--- src/design/ialu_pkg.sv ---
`timescale 1ns / 1ps
// Shared constants, types and operation codes for the iterative integer ALU.
// No dependencies; every design file of the block refers to it by scoped names, and the bench imports it.
package ialu_pkg;

    localparam int DATA_WIDTH = 32;
    localparam int CNT_W      = $clog2(DATA_WIDTH);
    localparam int FUNC_W     = 3;

    typedef logic [DATA_WIDTH-1:0] t_data;
    typedef logic [CNT_W-1:0]      t_cnt;
    typedef logic [FUNC_W-1:0]     t_func;

    // Operation codes carried on the input tuser.
    localparam t_func FN_ADD = 3'd0;
    localparam t_func FN_SUB = 3'd1;
    localparam t_func FN_MUL = 3'd2;
    localparam t_func FN_DIV = 3'd3;
    localparam t_func FN_POW = 3'd4;

    localparam t_cnt LAST_STEP = t_cnt'(DATA_WIDTH - 1);

endpackage

--- src/design/integer_alu_add_sub_mul_div_pow_unit.sv ---
`timescale 1ns / 1ps
// Top level of the iterative integer ALU: stream ports, operation sequencer
// and result register. Depends on ialu_pkg, ialu_addsub, ialu_mul, ialu_div.
//
//  Channel  | Direction | tdata (low bit up)        | tuser
//  ---------+-----------+---------------------------+-------------
//  s_axis   | in        | operand_a, operand_b      | func
//  m_axis   | out       | result, remainder         | div_by_zero
//
// Each item is worked on alone, bit-serially. Add, subtract, multiply and divide pass through
// issue, 32 serial steps, finish and output load; a divide by zero or an unused code goes
// from issue straight to finish. Power runs 32 rounds with two multipliers side by side,
// which sets the worst case. Reset is synchronous, active low, and leaves the block idle
// and empty. A finished item waits in the output register, unchanged while stalled, as the
// next one is accepted and worked on.
module integer_alu_add_sub_mul_div_pow_unit (
    input  logic                              i_clk,
    input  logic                              i_rst_n,
    input  logic                              s_axis_tvalid,
    output logic                              s_axis_tready,
    input  logic [2*ialu_pkg::DATA_WIDTH-1:0] s_axis_tdata,  // [31:0] operand_a, [63:32] operand_b
    input  ialu_pkg::t_func                   s_axis_tuser,  // [2:0] func
    output logic                              m_axis_tvalid,
    input  logic                              m_axis_tready,
    output logic [2*ialu_pkg::DATA_WIDTH-1:0] m_axis_tdata,  // [31:0] result, [63:32] remainder
    output logic [0:0]                        m_axis_tuser   // [0] div_by_zero
);

    // Sequencer states.
    localparam logic [2:0] ST_IDLE      = 3'd0;
    localparam logic [2:0] ST_ISSUE     = 3'd1;
    localparam logic [2:0] ST_WAIT      = 3'd2;
    localparam logic [2:0] ST_POW_ISSUE = 3'd3;
    localparam logic [2:0] ST_POW_WAIT  = 3'd4;
    localparam logic [2:0] ST_DONE      = 3'd5;

    localparam int W = ialu_pkg::DATA_WIDTH;

    logic [2:0]        r_state, n_state;
    ialu_pkg::t_func   r_func;
    ialu_pkg::t_data   r_opa, r_opb;

    // Square-and-multiply registers: running product, running square and
    // the exponent, which shifts right one bit per round.
    ialu_pkg::t_data   r_acc, n_acc;
    ialu_pkg::t_data   r_sq, n_sq;
    ialu_pkg::t_data   r_exp, n_exp;
    ialu_pkg::t_cnt    r_round, n_round;

    // Finished result, waiting for room in the output register.
    ialu_pkg::t_data   r_res, n_res;
    ialu_pkg::t_data   r_rem, n_rem;
    logic              r_dz, n_dz;

    logic              r_m_valid, n_m_valid;
    ialu_pkg::t_data   r_m_res, r_m_rem;
    logic              r_m_dz;

    logic              w_in_fire;
    logic              w_out_load;
    logic              w_is_pow;

    logic              w_as_start, w_as_done;
    ialu_pkg::t_data   w_as_sum;
    logic              w_m0_start, w_m0_done;
    logic              w_m1_start, w_m1_done;
    ialu_pkg::t_data   w_m0_a, w_m0_b, w_m0_p, w_m1_p;
    logic              w_dv_start, w_dv_done;
    ialu_pkg::t_data   w_dv_quo, w_dv_rem;

    assign s_axis_tready = (r_state == ST_IDLE);
    assign w_in_fire     = s_axis_tvalid && s_axis_tready;
    assign w_is_pow      = (r_func == ialu_pkg::FN_POW);

    // The finished item moves into the output register once it is empty or
    // its current item is being taken.
    assign w_out_load = (r_state == ST_DONE) && (!r_m_valid || m_axis_tready);

    // Unit start pulses.
    assign w_as_start = (r_state == ST_ISSUE) &&
                        ((r_func == ialu_pkg::FN_ADD) || (r_func == ialu_pkg::FN_SUB));
    assign w_m0_start = ((r_state == ST_ISSUE) && (r_func == ialu_pkg::FN_MUL)) ||
                        (r_state == ST_POW_ISSUE);
    assign w_m1_start = (r_state == ST_POW_ISSUE);
    assign w_dv_start = (r_state == ST_ISSUE) && (r_func == ialu_pkg::FN_DIV) &&
                        (r_opb != '0);

    // The first multiplier serves plain multiply and the accumulate step of
    // power; the second squares the base during power.
    assign w_m0_a = w_is_pow ? r_acc : r_opa;
    assign w_m0_b = w_is_pow ? r_sq  : r_opb;

    ialu_addsub u_addsub (
        .i_clk   (i_clk),
        .i_rst_n (i_rst_n),
        .i_start (w_as_start),
        .i_sub   (r_func == ialu_pkg::FN_SUB),
        .i_a     (r_opa),
        .i_b     (r_opb),
        .o_done  (w_as_done),
        .o_sum   (w_as_sum)
    );

    ialu_mul u_mul_acc (
        .i_clk     (i_clk),
        .i_rst_n   (i_rst_n),
        .i_start   (w_m0_start),
        .i_a       (w_m0_a),
        .i_b       (w_m0_b),
        .o_done    (w_m0_done),
        .o_product (w_m0_p)
    );

    ialu_mul u_mul_sq (
        .i_clk     (i_clk),
        .i_rst_n   (i_rst_n),
        .i_start   (w_m1_start),
        .i_a       (r_sq),
        .i_b       (r_sq),
        .o_done    (w_m1_done),
        .o_product (w_m1_p)
    );

    ialu_div u_div (
        .i_clk       (i_clk),
        .i_rst_n     (i_rst_n),
        .i_start     (w_dv_start),
        .i_dividend  (r_opa),
        .i_divisor   (r_opb),
        .o_done      (w_dv_done),
        .o_quotient  (w_dv_quo),
        .o_remainder (w_dv_rem)
    );

    always_comb begin
        n_state   = r_state;
        n_acc     = r_acc;
        n_sq      = r_sq;
        n_exp     = r_exp;
        n_round   = r_round;
        n_res     = r_res;
        n_rem     = r_rem;
        n_dz      = r_dz;
        n_m_valid = r_m_valid;

        if (m_axis_tready) begin
            n_m_valid = 1'b0;
        end
        if (w_out_load) begin
            n_m_valid = 1'b1;
        end

        case (r_state)
            ST_IDLE: begin
                if (w_in_fire) begin
                    n_state = ST_ISSUE;
                end
            end
            ST_ISSUE: begin
                n_res = '0;
                n_rem = '0;
                n_dz  = 1'b0;
                case (r_func)
                    ialu_pkg::FN_ADD, ialu_pkg::FN_SUB, ialu_pkg::FN_MUL: begin
                        n_state = ST_WAIT;
                    end
                    ialu_pkg::FN_DIV: begin
                        if (r_opb == '0) begin
                            // Zero divisor: all-ones quotient, dividend as remainder.
                            n_res   = '1;
                            n_rem   = r_opa;
                            n_dz    = 1'b1;
                            n_state = ST_DONE;
                        end else begin
                            n_state = ST_WAIT;
                        end
                    end
                    ialu_pkg::FN_POW: begin
                        n_acc   = W'(1);
                        n_sq    = r_opa;
                        n_exp   = r_opb;
                        n_round = '0;
                        n_state = ST_POW_ISSUE;
                    end
                    default: begin
                        // Unused codes give an all-zero result.
                        n_state = ST_DONE;
                    end
                endcase
            end
            ST_WAIT: begin
                case (r_func)
                    ialu_pkg::FN_MUL: begin
                        if (w_m0_done) begin
                            n_res   = w_m0_p;
                            n_state = ST_DONE;
                        end
                    end
                    ialu_pkg::FN_DIV: begin
                        if (w_dv_done) begin
                            n_res   = w_dv_quo;
                            n_rem   = w_dv_rem;
                            n_state = ST_DONE;
                        end
                    end
                    default: begin
                        if (w_as_done) begin
                            n_res   = w_as_sum;
                            n_state = ST_DONE;
                        end
                    end
                endcase
            end
            ST_POW_ISSUE: begin
                n_state = ST_POW_WAIT;
            end
            ST_POW_WAIT: begin
                // Both multipliers start together and finish together.
                if (w_m0_done && w_m1_done) begin
                    if (r_exp[0]) begin
                        n_acc = w_m0_p;
                    end
                    n_sq    = w_m1_p;
                    n_exp   = r_exp >> 1;
                    n_round = r_round + 1'b1;
                    if (r_round == ialu_pkg::LAST_STEP) begin
                        n_res   = r_exp[0] ? w_m0_p : r_acc;
                        n_state = ST_DONE;
                    end else begin
                        n_state = ST_POW_ISSUE;
                    end
                end
            end
            ST_DONE: begin
                if (w_out_load) begin
                    n_state = ST_IDLE;
                end
            end
            default: begin
                n_state = ST_IDLE;
            end
        endcase
    end

    always_ff @(posedge i_clk) begin
        if (!i_rst_n) begin
            r_state   <= ST_IDLE;
            r_m_valid <= 1'b0;
        end else begin
            r_state   <= n_state;
            r_m_valid <= n_m_valid;
        end
        if (w_in_fire) begin
            r_func <= s_axis_tuser;
            r_opa  <= s_axis_tdata[W-1:0];
            r_opb  <= s_axis_tdata[2*W-1:W];
        end
        r_acc   <= n_acc;
        r_sq    <= n_sq;
        r_exp   <= n_exp;
        r_round <= n_round;
        r_res   <= n_res;
        r_rem   <= n_rem;
        r_dz    <= n_dz;
        if (w_out_load) begin
            r_m_res <= r_res;
            r_m_rem <= r_rem;
            r_m_dz  <= r_dz;
        end
    end

    assign m_axis_tvalid = r_m_valid;
    assign m_axis_tdata  = {r_m_rem, r_m_res};
    assign m_axis_tuser  = r_m_dz;

endmodule

--- src/design/ialu_addsub.sv ---
`timescale 1ns / 1ps
// Bit-serial adder/subtractor: one sum bit per cycle, carry held in a flop.
// Depends on ialu_pkg.
module ialu_addsub (
    input  logic            i_clk,
    input  logic            i_rst_n,
    input  logic            i_start,
    input  logic            i_sub,
    input  ialu_pkg::t_data i_a,
    input  ialu_pkg::t_data i_b,
    output logic            o_done,
    output ialu_pkg::t_data o_sum
);

    ialu_pkg::t_data r_a, r_b, r_sum;
    ialu_pkg::t_data n_a, n_b, n_sum;
    logic            r_carry, n_carry;
    logic            r_sub;
    ialu_pkg::t_cnt  r_cnt, n_cnt;
    logic            r_busy, n_busy;
    logic            r_done, n_done;
    logic            w_bbit;
    logic            w_sbit;

    assign w_bbit = r_b[0] ^ r_sub;
    assign w_sbit = r_a[0] ^ w_bbit ^ r_carry;

    always_comb begin
        n_a     = r_a;
        n_b     = r_b;
        n_sum   = r_sum;
        n_carry = r_carry;
        n_cnt   = r_cnt;
        n_busy  = r_busy;
        n_done  = 1'b0;
        if (i_start) begin
            n_a     = i_a;
            n_b     = i_b;
            n_carry = i_sub;
            n_cnt   = '0;
            n_busy  = 1'b1;
        end else if (r_busy) begin
            // The sum word fills from the top, so it is aligned once the last bit is in.
            n_sum   = {w_sbit, r_sum[ialu_pkg::DATA_WIDTH-1:1]};
            n_carry = (r_a[0] & w_bbit) | (r_carry & (r_a[0] ^ w_bbit));
            n_a     = r_a >> 1;
            n_b     = r_b >> 1;
            n_cnt   = r_cnt + 1'b1;
            if (r_cnt == ialu_pkg::LAST_STEP) begin
                n_busy = 1'b0;
                n_done = 1'b1;
            end
        end
    end

    always_ff @(posedge i_clk) begin
        if (!i_rst_n) begin
            r_busy <= 1'b0;
            r_done <= 1'b0;
        end else begin
            r_busy <= n_busy;
            r_done <= n_done;
        end
        r_a     <= n_a;
        r_b     <= n_b;
        r_sum   <= n_sum;
        r_carry <= n_carry;
        r_cnt   <= n_cnt;
        if (i_start) begin
            r_sub <= i_sub;
        end
    end

    assign o_done = r_done;
    assign o_sum  = r_sum;

endmodule

--- src/design/ialu_mul.sv ---
`timescale 1ns / 1ps
// Shift-add multiplier keeping the low word of the product, one multiplier
// bit per cycle. Depends on ialu_pkg.
module ialu_mul (
    input  logic            i_clk,
    input  logic            i_rst_n,
    input  logic            i_start,
    input  ialu_pkg::t_data i_a,
    input  ialu_pkg::t_data i_b,
    output logic            o_done,
    output ialu_pkg::t_data o_product
);

    ialu_pkg::t_data r_acc, r_mcand, r_mplier;
    ialu_pkg::t_data n_acc, n_mcand, n_mplier;
    ialu_pkg::t_cnt  r_cnt, n_cnt;
    logic            r_busy, n_busy;
    logic            r_done, n_done;

    always_comb begin
        n_acc    = r_acc;
        n_mcand  = r_mcand;
        n_mplier = r_mplier;
        n_cnt    = r_cnt;
        n_busy   = r_busy;
        n_done   = 1'b0;
        if (i_start) begin
            n_acc    = '0;
            n_mcand  = i_a;
            n_mplier = i_b;
            n_cnt    = '0;
            n_busy   = 1'b1;
        end else if (r_busy) begin
            if (r_mplier[0]) begin
                n_acc = r_acc + r_mcand;
            end
            n_mcand  = r_mcand << 1;
            n_mplier = r_mplier >> 1;
            n_cnt    = r_cnt + 1'b1;
            if (r_cnt == ialu_pkg::LAST_STEP) begin
                n_busy = 1'b0;
                n_done = 1'b1;
            end
        end
    end

    always_ff @(posedge i_clk) begin
        if (!i_rst_n) begin
            r_busy <= 1'b0;
            r_done <= 1'b0;
        end else begin
            r_busy <= n_busy;
            r_done <= n_done;
        end
        r_acc    <= n_acc;
        r_mcand  <= n_mcand;
        r_mplier <= n_mplier;
        r_cnt    <= n_cnt;
    end

    assign o_done    = r_done;
    assign o_product = r_acc;

endmodule

--- src/design/ialu_div.sv ---
`timescale 1ns / 1ps
// Restoring unsigned divider, one quotient bit per cycle. The divisor must
// be non-zero; the caller handles a zero divisor. Depends on ialu_pkg.
module ialu_div (
    input  logic            i_clk,
    input  logic            i_rst_n,
    input  logic            i_start,
    input  ialu_pkg::t_data i_dividend,
    input  ialu_pkg::t_data i_divisor,
    output logic            o_done,
    output ialu_pkg::t_data o_quotient,
    output ialu_pkg::t_data o_remainder
);

    ialu_pkg::t_data                r_rem, r_quo, r_dvs;
    ialu_pkg::t_data                n_rem, n_quo;
    ialu_pkg::t_cnt                 r_cnt, n_cnt;
    logic                           r_busy, n_busy;
    logic                           r_done, n_done;
    logic [ialu_pkg::DATA_WIDTH:0]  w_part;
    logic [ialu_pkg::DATA_WIDTH:0]  w_trial;

    // Partial remainder with the next dividend bit shifted in, then a trial subtract.
    assign w_part  = {r_rem, r_quo[ialu_pkg::DATA_WIDTH-1]};
    assign w_trial = w_part - {1'b0, r_dvs};

    always_comb begin
        n_rem  = r_rem;
        n_quo  = r_quo;
        n_cnt  = r_cnt;
        n_busy = r_busy;
        n_done = 1'b0;
        if (i_start) begin
            n_rem  = '0;
            n_quo  = i_dividend;
            n_cnt  = '0;
            n_busy = 1'b1;
        end else if (r_busy) begin
            if (!w_trial[ialu_pkg::DATA_WIDTH]) begin
                n_rem = w_trial[ialu_pkg::DATA_WIDTH-1:0];
                n_quo = {r_quo[ialu_pkg::DATA_WIDTH-2:0], 1'b1};
            end else begin
                n_rem = w_part[ialu_pkg::DATA_WIDTH-1:0];
                n_quo = {r_quo[ialu_pkg::DATA_WIDTH-2:0], 1'b0};
            end
            n_cnt = r_cnt + 1'b1;
            if (r_cnt == ialu_pkg::LAST_STEP) begin
                n_busy = 1'b0;
                n_done = 1'b1;
            end
        end
    end

    always_ff @(posedge i_clk) begin
        if (!i_rst_n) begin
            r_busy <= 1'b0;
            r_done <= 1'b0;
        end else begin
            r_busy <= n_busy;
            r_done <= n_done;
        end
        r_rem <= n_rem;
        r_quo <= n_quo;
        r_cnt <= n_cnt;
        if (i_start) begin
            r_dvs <= i_divisor;
        end
    end

    assign o_done      = r_done;
    assign o_quotient  = r_quo;
    assign o_remainder = r_rem;

endmodule

--- config.mk ---
export PLATFORM = sky130hd
export DESIGN_NAME = integer_alu_add_sub_mul_div_pow_unit
export DESIGN_NICKNAME = d
export VERILOG_FILES = /design/src/design/ialu_pkg.sv /design/src/design/integer_alu_add_sub_mul_div_pow_unit.sv /design/src/design/ialu_addsub.sv /design/src/design/ialu_mul.sv /design/src/design/ialu_div.sv
export SDC_FILE = /design/constraint.sdc
export NUM_CORES = 1
export LEC_CHECK = 0
export ABC_AREA = 1
export BUFFER_PORTS_ARGS = -buffer_cell sky130_fd_sc_hd__buf_2
export CORE_MARGIN = 1
export CORE_UTILIZATION = 25
export DETAILED_ROUTE_END_ITERATION = 8
export REMOVE_ABC_BUFFERS = 1
export SLEW_MARGIN = 30
export SYNTH_ARGS = -nofsm -noshare
export SYNTH_HDL_FRONTEND = slang
export SYNTH_SLANG_ARGS = --single-unit
--- constraint.sdc ---
create_clock -name i_clk -period 11 [get_ports i_clk]
set_input_delay 0.55 -clock i_clk [delete_from_list [all_inputs] [get_ports i_clk]]
set_output_delay 0.55 -clock i_clk [all_outputs]
set_load 0.05 [all_outputs]
==> results of run 1 <==
## per-stage QoR
| step | power [W] | area (µm²) | cells | hold slack (ns) |
|---|---|---|---|---|
| floorplan | 0.00591 | 34500 | 3779 | 0.400 |
| global placement | 0.00694 | 37800 | 5822 | 0.404 |
| detailed placement | 0.00698 | 37800 | 5822 | 0.405 |
| CTS | 0.00962 | 40500 | 5980 | 0.000475 |
| global route | 0.0101 | 40500 | 5981 | 0.0269 |
| finish | 0.00956 | 40500 | 5982 | 0.0553 |
## kinds of logic after synthesis
logic type	Yosys count	share of synthesized area (%)
adders and majority gates	108	3.94
xor gates and xnor gates	50	1.25
and+or+nand+nor	1825	20.9
buffers and inverters	607	6.74
AOI/OAI and AO/OA	611	9.51
DFF	716	57.6
## layout by cell type, fill, tap and decap left out, types with 4 or more instances in the layout
master and n:
nand2_1 1291, edfxtp_1 588, inv_1 451, nor2_1 266
o21ai_0 222, a21oi_1 198, nand3_1 159, buf_2 137
dfxtp_1 128, ha_1 104, clkbuf_16 75, a31oi_1 64
o21ai_1 36, o22ai_1 33, nor3_1 31, xor2_1 31
buf_4 28, nand4_1 23, o21bai_1 21, dlygate4sd3_1 21
xnor2_1 19, clkbuf_1 19, o211ai_1 18, clkinv_2 18
inv_2 11, clkinv_1 10, and2_1 9, nand2_2 8
o21a_1 8, nand2_4 6, clkbuf_8 6, a21o_1 5
nor4_1 5, bufinv_16 5, nor3_4 4, nor2_2 4
nand3b_1 4, fa_1 4, clkinv_16 4
## cell type report
class | count | area [µm²]
Antenna cell | 1 | 2.50
Clock buffer | 100 | 2030
Clock inverter | 37 | 458
Fill cell | 14700 | 98800
Inverter | 469 | 1770
Multi-Input combinational cell | 2594 | 12600
Sequential cell | 716 | 20200
Tap cell | 1876 | 2350
Timing Repair Buffer | 189 | 1150
## routing by layer
| metal | vias up | routed length, µm | GRT usage (%) |
|---|---|---|---|
| li1 | 13200 | - | - |
| met1 | 13000 | 49600 | 20.6 |
| met2 | 948 | 51300 | 24.9 |
| met3 | 174 | 6260 | 1.87 |
| met4 | 2 | 3810 | 5.83 |
| met5 | - | 9 | 0 |
## path summary, 6_finish.rpt
path,depth (start not counted),startpoint,endpoint,slack (ns)
worst max-delay path,9,r_func[2],u_mul_acc.r_mplier[15],6.90
worst min-delay path,1,s_axis_tdata[3],r_opa[3],0.06
worst max register to register,9,r_func[2],u_mul_acc.r_mplier[15],6.90
worst min register to register,0,r_res[6],r_m_res[6],0.40
## worst max-delay path: stages (launching register included)
cell and delay, ns:
edfxtp_1 0.46, inv_2 0.10, nand2_2 0.40, inv_2 0.19, nand2_2 0.22, inv_1 0.67
a21oi_4 0.24, inv_4 0.55, buf_6 0.57, a31oi_1 0.20
## report_power, final
| group | switching [W] | internal [W] | leakage (nW) |
|---|---|---|---|
| clock | 0.00116 | 0.00144 | 1.22 |
| combinational | 0.00198 | 0.000762 | 9.30 |
| sequential | 0.000416 | 0.00379 | 6.46 |
==> metrics.md, run 1 <==
| Metric | Value |
|---|---|
| Resize count post-CTS | `0` |
| Die H | `377 µm` |
| Layout area overhead | `15.6%` |
| Max-Cap Viols | `0` |
| # IOs | `138` |
| DRT Wirelength | `111,000 µm` |
| Number of synthesized register bits | `716` |
| GRT overflow | `0` |
| Final count of negative-setup-slack endpoints | `0` |
| # port buffers | `137` |
| Slew HR | `39.4%` |
| CTS tree | `yes` |
| RSZ-0062 raised after global routing | `false` |
| CP arrival | `4.48 ns` |
| Synth area leaders | `edfxtp_1 50%, nand2_1 14%, dfxtp_1 7.3%, inv_1 4.9%, ha_1 3.7%` |
| Pwr dens | `236 mW/mm²` |
| Crit-path max FO | `93` |
| Yosys warns | `0` |
| Total Neg Setup Slack | `0 ns` |
| Post-synth EDFFs | `588` |
| Min cycle time layout | `4.10 ns` |
| DRC | `4` |
| First-pass GRT wire length | `164,000 µm` |
| Vias post-DR | `27.3k` |
| Core Footprint | `0.139 mm²` |
| Ys flop type | `edfxtp_1` |
| Worst skew pair latency | `0.69 ns` |
| CP Capture Type | `register` |
| Clock Root Buffer | `clkbuf_16` |
| Commonest cells post-synth | `1,296 x nand2_1, 588 x edfxtp_1, 454 x inv_1` |
| WP data required | `11.38 ns` |
| Most frequent cell after synthesis | `nand2_1` |
| Worst setup SP type | `register` |
| Die Footprint | `0.142 mm²` |
| Slew @ Worst Pin | `0.906 ns` |
| Final nets | `4,224` |
| HPWL after DPL | `79,500 µm` |
| Synth top area share | `50.3%` |
| H-Tree Depth | `3` |
| Final antenna-violating net count | `0` |
| Distinct cells, synth | `47` |
| Worst setup path class | `register to register` |
| Die X | `377 µm` |
| Share of cells above drive strength 1 | `8.04%` |
| # hold bufs at CTS | `21` |
| CTS Buffer Depth | `3` |
| Fmax | `244 MHz` |
| Vias in the first global route | `25.9k` |
| Failing checks | `design-rule violations` |
| Leakage | `17.0 nW` |
| DR iter-0 viols | `2,751` |
| GRT Total Usage | `15.3%` |
| PnR worst setup slack | `6.90 ns` |
| Starting Density | `25.2%` |
| Largest area contributor in the netlist | `edfxtp_1` |
| Min-Delay Path Class | `input port to register` |
| Cts bufs inserted | `75` |
| Setup Slack @ Placement | `6.69 ns` |
| Clock slew at reported path FFs | `0.07 ns` |
| Cell Area, Synth | `0.0351 mm²` |
| Slew Limit Fails | `0` |
| Sequential area share after synthesis | `57.6%` |
| Antenna violations before repair | `6` |
| IR drop worst, VDD | `143 µV` |
| Final Skew | `0.0526 ns` |
| DRT Pass-1 Iters | `8` |
| Vias per cell | `4.57` |
| Largest net degree at the start of global routing | `100` |
| Number of buffers added for setup after CTS | `0` |
| TritonCTS Sinks | `716` |
| Fin crit share | `37.3%` |
| GPL Wtd Cong | `0.924` |
| Average size of a mapped cell | `8.96 µm²` |
| Fin. Hold Viols | `0` |
| Synth Instances | `3,917` |
| Outcome | `complete, but fails checks` |
| Final core occ | `29.1%` |
| WL per Instance | `18.6 µm` |
| Async SR Flop Fraction | `0%` |
| Site Rows | `137` |
Note: power is estimated with default switching activity, not from simulation.
==> run 2: changes to the inputs <==
==> constraint.sdc (replaced) <==
create_clock -name i_clk -period 3.96 [get_ports i_clk]
set_input_delay 0.198 -clock i_clk [delete_from_list [all_inputs] [get_ports i_clk]]
set_output_delay 0.198 -clock i_clk [all_outputs]
set_load 0.05 [all_outputs]
==> metrics.md, run 2 (synthesis gave the netlist of run 1 again) <==
| Metric | Value |
|---|---|
| Core Footprint | `0.139 mm² (unchanged)` |
| Most frequent cells in the layout | `1,291 x nand2_1, 588 x edfxtp_1, 452 x inv_1 (was 1,291 x nand2_1, 588 x edfxtp_1, 451 x inv_1)` |
| Total Neg Setup Slack | `0 ns (unchanged)` |
| CP Capture Type | `register (unchanged)` |
| # port buffers | `137 (unchanged)` |
| Slew @ Worst Pin | `0.949 ns (was 0.906 ns)` |
| Combinational share of power | `29.0% (was 28.7%)` |
| Crit. Startpoint | `r_func[1] (was r_func[2])` |
| Design Power | `0.0268 W (was 0.00956 W)` |
| Number of buffers added for setup after CTS | `0 (unchanged)` |
| CP arrival | `3.28 ns (was 4.48 ns)` |
| Largest net degree at the start of global routing | `99 (was 100)` |
| First-pass GRT wire length | `166,000 µm (was 164,000 µm)` |
| CTS tree | `yes (unchanged)` |
| Slew HR | `36.8% (was 39.4%)` |
| Cells after DPL | `5,840 (was 5,822)` |
| Sw Ratio | `36.4% (was 37.2%)` |
| GRT overflow | `0 (unchanged)` |
| Vias in the first global route | `26.4k (was 25.9k)` |
| DRC | `4 (unchanged)` |
| GPL Wtd Cong | `0.953 (was 0.924)` |
| DRT Pass-1 Iters | `8 (unchanged)` |
| Die H | `377 µm (unchanged)` |
| Sw Pwr | `0.00977 W (was 0.00356 W)` |
| GRT Total Usage | `15.4% (was 15.3%)` |
| TritonCTS Sinks | `716 (unchanged)` |
| # hold bufs at CTS | `70 (was 21)` |
| Cts bufs inserted | `76 (was 75)` |
| HP Start | `s_axis_tdata[46] (was s_axis_tdata[3])` |
| DR iter-0 viols | `2,658 (was 2,751)` |
| Post-DP Area | `0.0380 mm² (was 0.0378 mm²)` |
| # IOs | `138 (unchanged)` |
| Min cycle time layout | `2.89 ns (was 4.10 ns)` |
| Clock Root Buffer | `clkbuf_16 (unchanged)` |
| Worst hold slack | `0.242 ns (was 0.0553 ns)` |
| IR drop worst, VDD | `360 µV (was 143 µV)` |
| Die Footprint | `0.142 mm² (unchanged)` |
| H-Tree Depth | `3 (unchanged)` |
| Final non-filler cell total | `6,053 (was 5,982)` |
| Vias post-DR | `27.6k (was 27.3k)` |
| Worst setup SP type | `register (unchanged)` |
| Share of cells above drive strength 1 | `8.39% (was 8.04%)` |
| Worst setup path class | `register to register (unchanged)` |
| Resize count post-CTS | `0 (unchanged)` |
| RSZ-0062 raised after global routing | `false (unchanged)` |
| Share of total power in the clock network | `27.9% (was 27.2%)` |
| Pint | `0.0170 W (was 0.00600 W)` |
| Min-Delay Path Class | `input port to register (unchanged)` |
| Site Rows | `137 (unchanged)` |
| Final nets | `4,291 (was 4,224)` |
| Sequential power share | `43.2% (was 44.0%)` |
| Outcome | `complete, but fails checks (unchanged)` |
| Worst skew pair latency | `0.67 ns (was 0.69 ns)` |
| Fin crit share | `72.9% (was 37.3%)` |
| Final Skew | `0.0301 ns (was 0.0526 ns)` |
| HPWL after DPL | `80,200 µm (was 79,500 µm)` |
| Clock slew at reported path FFs | `0.06 ns (was 0.07 ns)` |
| Crit-path max FO | `77 (was 93)` |
| Max-Cap Viols | `0 (unchanged)` |
| Final antenna-violating net count | `0 (unchanged)` |
| Antenna violations before repair | `10 (was 6)` |
| Starting Density | `25.2% (unchanged)` |
| Layout area overhead | `17.7% (was 15.6%)` |
| DRT Wirelength | `111,000 µm (about the same)` |
| Fmax | `346 MHz (was 244 MHz)` |
| Final count of negative-setup-slack endpoints | `0 (unchanged)` |
| Failing checks | `design-rule violations (unchanged)` |
| Fin. Hold Viols | `0 (unchanged)` |
| Vias per cell | `4.56 (was 4.57)` |
| Die X | `377 µm (unchanged)` |
| Slew Limit Fails | `0 (unchanged)` |
| Pwr dens | `650 mW/mm² (was 236 mW/mm²)` |
| WP data required | `4.35 ns (was 11.38 ns)` |
| CTS Buffer Depth | `3 (unchanged)` |
| Reg-to-Reg Start | `r_func[1] (was r_func[2])` |
| Leakage | `17.3 nW (was 17.0 nW)` |
| Commonest non-fill, non-tap cell in the layout | `nand2_1 (unchanged)` |
| Fin area | `0.0413 mm² (was 0.0405 mm²)` |
| WL per Instance | `18.4 µm (was 18.6 µm)` |
-- run 2: cell count changes in the layout (fill, tap and decap cells not counted), moves of 4 or more --
cell           delta
buf_12            +4
buf_4            +15
bufinv_16         +4
clkbuf_1          -6
clkbuf_16         +4
clkinv_1          +5
clkinv_16         -4
clkinv_2          -6
clkinv_4          +4
dlygate4sd3_1    +49
-- run 2: layer usage --
metal / track usage (%) / vias up / part of all wire (%)
met5: 0 / - / 0.011
met4: 5.05 / 2 / 2.8
met3: 2.04 / 160 / 6.0
met2: 25.6 / 917 / 47
met1: 20.7 / 13100 / 44
li1: - / 13400 / -
-- run 2: through the flow --
step | setup slack (ns) | util (%)
after floorplan | -4.24 | -
after global placement | 1.11 | 27.3
after detailed placement | 1.10 | 27.3
after CTS | 1.09 | 29.6
after global routing | 0.858 | 29.6
final | 1.07 | 29.6
-- run 2: worst paths after layout --
path	endpoint	slack [ns]	depth (start not counted)
setup / recovery	u_mul_acc.r_mcand[21]	1.07	9
hold / removal	r_opb[14]	0.24	2
setup reg to reg	u_mul_acc.r_mcand[21]	1.07	9
hold reg to reg	r_m_res[31]	0.42	0
-- run 2: critical path, stage by stage (launching register included) --
cell and delay [ns]:
edfxtp_1 0.48, nand2_2 0.31, inv_2 0.07, nand2_2 0.33, inv_1 0.16, a21oi_4 0.44
inv_4 0.24, buf_12 0.28, nor2_1 0.17, a31oi_1 0.06
-- run 2: power by group through the flow --
stage               Combinational, W  Sequential (W)  Clock (W)
floorplan                    0.00498          0.0115          0
global placement             0.00758          0.0117          0
detailed placement           0.00767          0.0117          0
CTS                          0.00774          0.0116    0.00763
global route                 0.00862          0.0117    0.00788
finish                       0.00777          0.0116    0.00747
-- run 2: final cells by class --
type / count / area [µm²]
Clock buffer: 95 / 2070
Multi-Input combinational cell: 2594 / 12600
Fill cell: 14600 / 98100
Tap cell: 1876 / 2350
Timing Repair Buffer: 255 / 1810
Inverter: 469 / 1760
Antenna cell: 3 / 7.51
Sequential cell: 716 / 20200
Clock inverter: 45 / 497
